===== config.mk =====
export PLATFORM = sky130hd
export DESIGN_NAME = rmm_front
export DESIGN_NICKNAME = d
export VERILOG_FILES = /design/src/design/rmm_pkg.sv /design/src/design/rmm_front.sv
export SDC_FILE = /design/constraint.sdc
export NUM_CORES = 1
export LEC_CHECK = 0
export BUFFER_PORTS_ARGS = -buffer_cell sky130_fd_sc_hd__buf_2
export CAP_MARGIN = 10
export CELL_PAD_IN_SITES_DETAIL_PLACEMENT = 2
export CELL_PAD_IN_SITES_GLOBAL_PLACEMENT = 2
export CORE_UTILIZATION = 34
export DETAILED_ROUTE_END_ITERATION = 12
export HOLD_SLACK_MARGIN = 0.15
export PLACE_DENSITY = 0.84
export SLEW_MARGIN = 0
export SYNTH_ARGS = -nofsm -noshare
export SYNTH_HDL_FRONTEND = slang
export SYNTH_SLANG_ARGS = --single-unit

===== constraint.sdc =====
create_clock -name clk -period 5.6 [get_ports clk]
set_input_delay 0.84 -clock clk [delete_from_list [all_inputs] [get_ports clk]]
set_output_delay 0.84 -clock clk [all_outputs]
set_load 0.03 [all_outputs]

===== src/design/rmm_pkg.sv =====
// ----------------------------------------------------------------------------
// rmm_pkg
// Shared types and constants of the range min/max tree.
// ----------------------------------------------------------------------------
package rmm_pkg;

  localparam int LEAVES  = 1024;
  localparam int TSIZE   = 1024;
  localparam int POS_W   = 11;
  localparam int NODE_AW = 11;
  localparam int U_W     = 12;
  localparam int VAL_W   = 61;
  localparam int ANS_W   = 12;

  typedef logic signed [VAL_W-1:0] val_t;
  typedef logic [POS_W-1:0]        pos_t;
  typedef logic signed [ANS_W-1:0] ans_t;

  localparam val_t INF     = 61'sd1001001001001001001;
  localparam val_t NEG_INF = -61'sd1001001001001001001;

  localparam logic [1:0] REQ_WRITE = 2'd0;
  localparam logic [1:0] REQ_RANGE = 2'd1;
  localparam logic [1:0] REQ_RIGHT = 2'd2;
  localparam logic [1:0] REQ_LEFT  = 2'd3;

  typedef enum logic [2:0] {
    OP_WRITE, OP_RANGE, OP_RIGHT, OP_LEFT, OP_BAD
  } op_kind_t;

  typedef struct packed {
    op_kind_t kind;
    pos_t     pos;
    pos_t     endb;
    val_t     val;
  } op_t;

  typedef enum logic [3:0] {
    ST_CLR, ST_IDLE, ST_W_RD, ST_W_WR, ST_R_LOOP, ST_R_ADAT, ST_R_B, ST_R_BDAT,
    ST_S_INIT, ST_S_UP, ST_S_UPD, ST_S_DN, ST_S_DND, ST_DONE
  } bstate_t;

endpackage


===== src/design/rmm_front.sv =====
// ----------------------------------------------------------------------------
// rmm_front
// Accepts request items, checks bounds, classifies them and queues them.
// ----------------------------------------------------------------------------
module rmm_front (
  input  logic          clk,
  input  logic          rst_n,
  input  logic          in_valid,
  output logic          in_stall,
  input  logic [1:0]    in_req_type,
  input  rmm_pkg::pos_t in_position,
  input  rmm_pkg::pos_t in_end_bound,
  input  rmm_pkg::val_t in_value,
  input  logic          busy_clr,
  output logic          q_valid,
  output rmm_pkg::op_t  q_op,
  input  logic          q_pop
);
  import rmm_pkg::*;

  op_t        q_r [2];
  logic       wr_ptr_r, rd_ptr_r;
  logic [1:0] cnt_r;
  op_t        op_in;
  logic       push;

  always_comb begin
    op_in.pos  = in_position;
    op_in.endb = in_end_bound;
    op_in.val  = in_value;
    unique case (in_req_type)
      REQ_WRITE: op_in.kind = (in_position >= POS_W'(LEAVES)) ? OP_BAD : OP_WRITE;
      REQ_RANGE: op_in.kind = (in_position > in_end_bound ||
                               in_end_bound > POS_W'(LEAVES)) ? OP_BAD : OP_RANGE;
      REQ_RIGHT: op_in.kind = (in_position > POS_W'(LEAVES)) ? OP_BAD : OP_RIGHT;
      default:   op_in.kind = (in_end_bound > POS_W'(LEAVES)) ? OP_BAD : OP_LEFT;
    endcase
  end

  assign in_stall = (cnt_r == 2'd2) || busy_clr;
  assign push     = in_valid && !in_stall;
  assign q_valid  = (cnt_r != 2'd0);
  assign q_op     = q_r[rd_ptr_r];

  always_ff @(posedge clk) begin
    if (push) begin
      q_r[wr_ptr_r] <= op_in;
    end
  end

  always_ff @(posedge clk) begin
    if (!rst_n) begin
      wr_ptr_r <= 1'b0;
      rd_ptr_r <= 1'b0;
      cnt_r    <= 2'd0;
    end else begin
      if (push) wr_ptr_r <= !wr_ptr_r;
      if (q_pop) rd_ptr_r <= !rd_ptr_r;
      cnt_r <= cnt_r + 2'(push) - 2'(q_pop);
    end
  end

endmodule


Yosys cells after proc, flatten, opt, wreduce, memory -nomap -nowiden. Memory sizes are Yosys's and may differ from the RTL's. A register that Yosys moved wholly into a read port is not among the register bits. Index checks and enable logic that the tools add are counted.

Reductions and logical operators: 8. Multiplexer cells: 9. $add $sub $neg: 2. Eq/ne operators: 3. Magnitude comparators: 4.

Operators with widths (number): $gt 11x11->1 const B (2); $mux 3 (4); $ge 11x11->1 const B (1); $gt 11x11->1 (1); $pmux 3 s3 (1); $eq 2x2->1 const B (2); $mux 1 (4); $logic_not 1->1 (3); $add 2x1->2 (1); $eq 2x1->1 const B (1); $logic_not 2->1 (1); $logic_or 1x1->1 (2); $reduce_bool 2->1 (1); $sub 2x1->2 (1); $logic_and 1x1->1 (1).

Register bits after elaboration: 4. Input port bits: 90. Memories kept: 1. RAM bits: 172. Word-level logic and storage cells: 30.

Memories: q_r (words 2, width 86, rd ports 1, clocked after Yosys merged registers in 1, wr ports 1, line rmm_front.sv:21) `op_t q_r [2];`.

Longest topological paths before layout.
Word-level depth: 6. Depth in mapped cells: 9. Depth with buffers taken out: 9.

Least setup slack after synthesis. OpenSTA, ideal clock, no wires.

Kind: input-to-reg. Start point: in busy_clr. End point: mem q_r[0][0] in the netlist's numbering (enable). Setup time: 0.531 ns. Stages on the path: 3. Slack: 0.342 ns. Data arrival time: 4.727 ns. Path through: a21oi_1 > nand2_1 > nor2_1.

Cells in the longest elaborated chain, start to end: 5.

Ends and longest elaborated chain: start, declared (line rmm_front.sv:14) `input logic busy_clr,`; $logic_or 1x1->1 (line rmm_front.sv:40) `assign in_stall = (cnt_r == 2'd2) || busy_clr;`; $logic_not 1->1 (line rmm_front.sv:41) `assign push = in_valid && !in_stall;`; $logic_and 1x1->1 (line rmm_front.sv:41); $mux 1 (line rmm_front.sv:46) `if (push) begin`; $mux 1 (not written as such) (line rmm_front.sv:47) `q_r[wr_ptr_r] <= op_in;`; end, declared (line rmm_front.sv:21).

No other way between the ends.

==> metrics <==
crit path capture type=output pin; mean post-synth cell area=19.5 sq um; initial drt markers=205; drt wl/cell=20.0 microns; Period minus WS final=3.26 ns; syn nets=452; Die Ht=144 microns; initial antenna violation count=0; pin count of the biggest net entering global routing=87; pwr dens=382 nW/um^2; post_cts resized=0; Max-Cap Viols=0; fmax=0.307 GHz; Non-Filler Instances=816; Post-CTS Setup Inserts=0; Num CTS Buffers=17; sequential share of the synthesized area=77.2%; Nets=641; final worst path period share=58.2%; clock root cell=clkbuf_16; Hold/Removal Path Class=reg -> reg; Chip Width=144 microns; Worst Path Class, Setup=reg -> out; hold buffer count at cts=0; Setup crit start kind=flip-flop; FF-to-FF setup slack=3.25 ns; synth warn=0; routed wire length=16300 microns; r2r endpoint=q_r[1][1]; critical path data required time=4.76 ns; Final ANT Viol Nets=0; Post-Route Setup TNS=0 ns; Reg2Reg Depth=4; num rows=51; vias in the first global route=4250; DR pass1 iterations=4; post-synthesis cell type count=30; Min-Delay Startpoint=rd_ptr_r; starting density of the core=34.8%; worst-skew pair later-pin latency=0.42 ns; via count=3775; # DRC=0; max_slew headroom=18.9%; Critical Path Fanout Max=44; slew of the pin with the lowest slew margin=1.22 ns; GPL Wtd Cong=0.773; Fill cells=1905; number of hold violations in the final report=0; Lkg Pwr=3.23 nW; Synth-to-Final Area Change=26.4%; Pins Over Slew Limit=0; unrepaired setup endpoints after global routing=no; grt ovf=0; clock sink count=177; clk buf depth=2; placed cell count=784; clock transition at the registers of the reported paths=0.07 ns; WP data arrival=2.42 ns; I/O pin total=178; r2r startpoint=cnt_r[0]; mapped cell area=6820 sq um; Tot GR Track Use=16.3%; H-tree depth=4; final setup vio count=0; synthesized instance count=349; Core Region=19600 sq um; status=complete, no violations; maximum VDD drop=0.172 mV; first-pass GRT wire length=24300 microns; worst hold stages=2; Layout Skew=0.00981 ns; n_diodes=0; flops & latches, synth=177; post-DP HPWL=11200 microns; DR vias/cell=4.63; port bufs=177; CTS tree=yes; DIE AREA=20600 sq um; layout cells sized above 1=55.0%
==> cell type report <==
class                           instances  area, sq um  area share, %
Sequential cell                       177         5270           61.1
Multi-Input combinational cell        146         1430           16.6
Timing Repair Buffer                  180          908           10.5
Clock buffer                           19          453           5.25
Tap cell                              265          332           3.84
Clock inverter                         13          171           1.99
Inverter                               16         60.1          0.696
==> routing by layer <==
| layer | up-vias | GRT usage, % | share of wire (%) |
|---|---|---|---|
| met4 | 0 | 4.54 | 0.90 |
| met2 | 119 | 30.4 | 55 |
| li1 | 1735 | - | - |
| met5 | - | 0 | 0 |
| met1 | 1909 | 18.1 | 39 |
| met3 | 12 | 4.43 | 5.1 |
==> critical path: stages, from the launching register on <==
cell     delay [ns]
dfxtp_4        0.74
buf_4          0.60
mux2_2         0.42
buf_2          0.19
==> worst max path at each step <==
stage / end / slack [ns] / cells past startpoint
3_3_place_gp: q_r[1][24] / 2.80 / 4
4_1_cts: q_op[57] / 2.26 / 3
6_report: q_op[57] / 2.34 / 3
5_1_grt: q_op[57] / 2.18 / 3
3_5_place_dp: q_r[1][0] / 2.70 / 4
2_1_floorplan: q_r[0][0] / 0.34 / 3
==> placed cells by master, fill, tap and decap left out <==
cell,count
dfxtp_1,4
clkbuf_8,2
nand3b_1,1
nor4_1,4
buf_4,3
mux2_2,86
nand3_1,4
inv_1,16
xnor2_1,3
nor2_1,3
dfxtp_4,1
clkinv_4,2
nor3_1,1
nor2_4,1
bufinv_16,3
buf_2,177
nand2_1,3
inv_6,5
and3_4,1
clkinvlp_4,2
or2_2,1
a21oi_1,4
xor2_1,1
a41oi_1,1
clkinv_2,1
o2111ai_1,2
and3b_1,1
ha_1,13
a21oi_2,1
clkbuf_16,17
o211ai_1,1
a21o_1,2
nand4_1,3
and2_1,5
edfxtp_1,172
o21ai_0,3
nor2b_1,1
==> cells in the mapped netlist (all sizes together) <==
| master | instances | area share [%] |
|---|---|---|
| nand3b | 1 | 0.11 |
| xor2 | 1 | 0.13 |
| edfxtp | 172 | 76 |
| ha | 13 | 2.4 |
| nand3 | 4 | 0.29 |
| buf | 9 | 1.1 |
| nor3 | 1 | 0.073 |
| and2 | 5 | 0.46 |
| a41oi | 1 | 0.13 |
| xnor2 | 3 | 0.39 |
| o2111ai | 2 | 0.26 |
| o21ai | 3 | 0.22 |
| a21oi | 5 | 0.42 |
| dfxtp | 5 | 1.5 |
| clkbuf | 1 | 0.055 |
| and3b | 1 | 0.13 |
| a21o | 2 | 0.22 |
| nor2 | 4 | 0.22 |
| nand4 | 3 | 0.28 |
| and3 | 1 | 0.092 |
| o211ai | 1 | 0.11 |
| nor4 | 4 | 0.37 |
| inv | 16 | 0.88 |
| or2 | 1 | 0.092 |
| nand2 | 3 | 0.17 |
| mux2 | 86 | 14 |
| nor2b | 1 | 0.092 |
==> cells by family (layout without fill, tap and decap cells) <==
family                   after synthesis  in the layout  share of synthesized area, %
buffers and inverters                 26            228                          2.00
AND/OR/NAND/NOR                       29             29                          2.37
adder cells (fa/ha/maj)               13             13                          2.38
multiplexers                          86             86                          14.2
XOR/XNOR                               4              4                         0.514
flip-flops                           177            177                          77.2
AO/OA/AOI/OAI                         14             14                          1.36
==> power by group <==
group	leakage (nW)	switching (mW)	internal [mW]
combinational	1.31	0.303	0.162
sequential	1.62	0.0352	1.54
clock	0.301	0.515	0.735
==> per-stage QoR <==
| stage | setup slack [ns] | util, % | instance area (sq um) | hold slack, ns | total power [mW] |
|---|---|---|---|---|---|
| after floorplan | 0.342 | - | 6820 | 0.555 | 1.92 |
| after global placement | 2.80 | 40.8 | 8000 | 0.560 | 2.05 |
| after detailed placement | 2.70 | 40.8 | 8000 | 0.561 | 2.08 |
| after CTS | 2.26 | 44.0 | 8630 | 0.583 | 3.33 |
| after global routing | 2.18 | 44.0 | 8630 | 0.585 | 3.40 |
| final | 2.34 | 44.0 | 8630 | 0.579 | 3.29 |
==> sequential cells by signal (all words and copies together) (netlist names), named ones only <==
signal / count
q_r: 172
cnt_r: 2
rd_ptr_r: 1
wr_ptr_r: 1
Power figures use the tool's default switching activity.
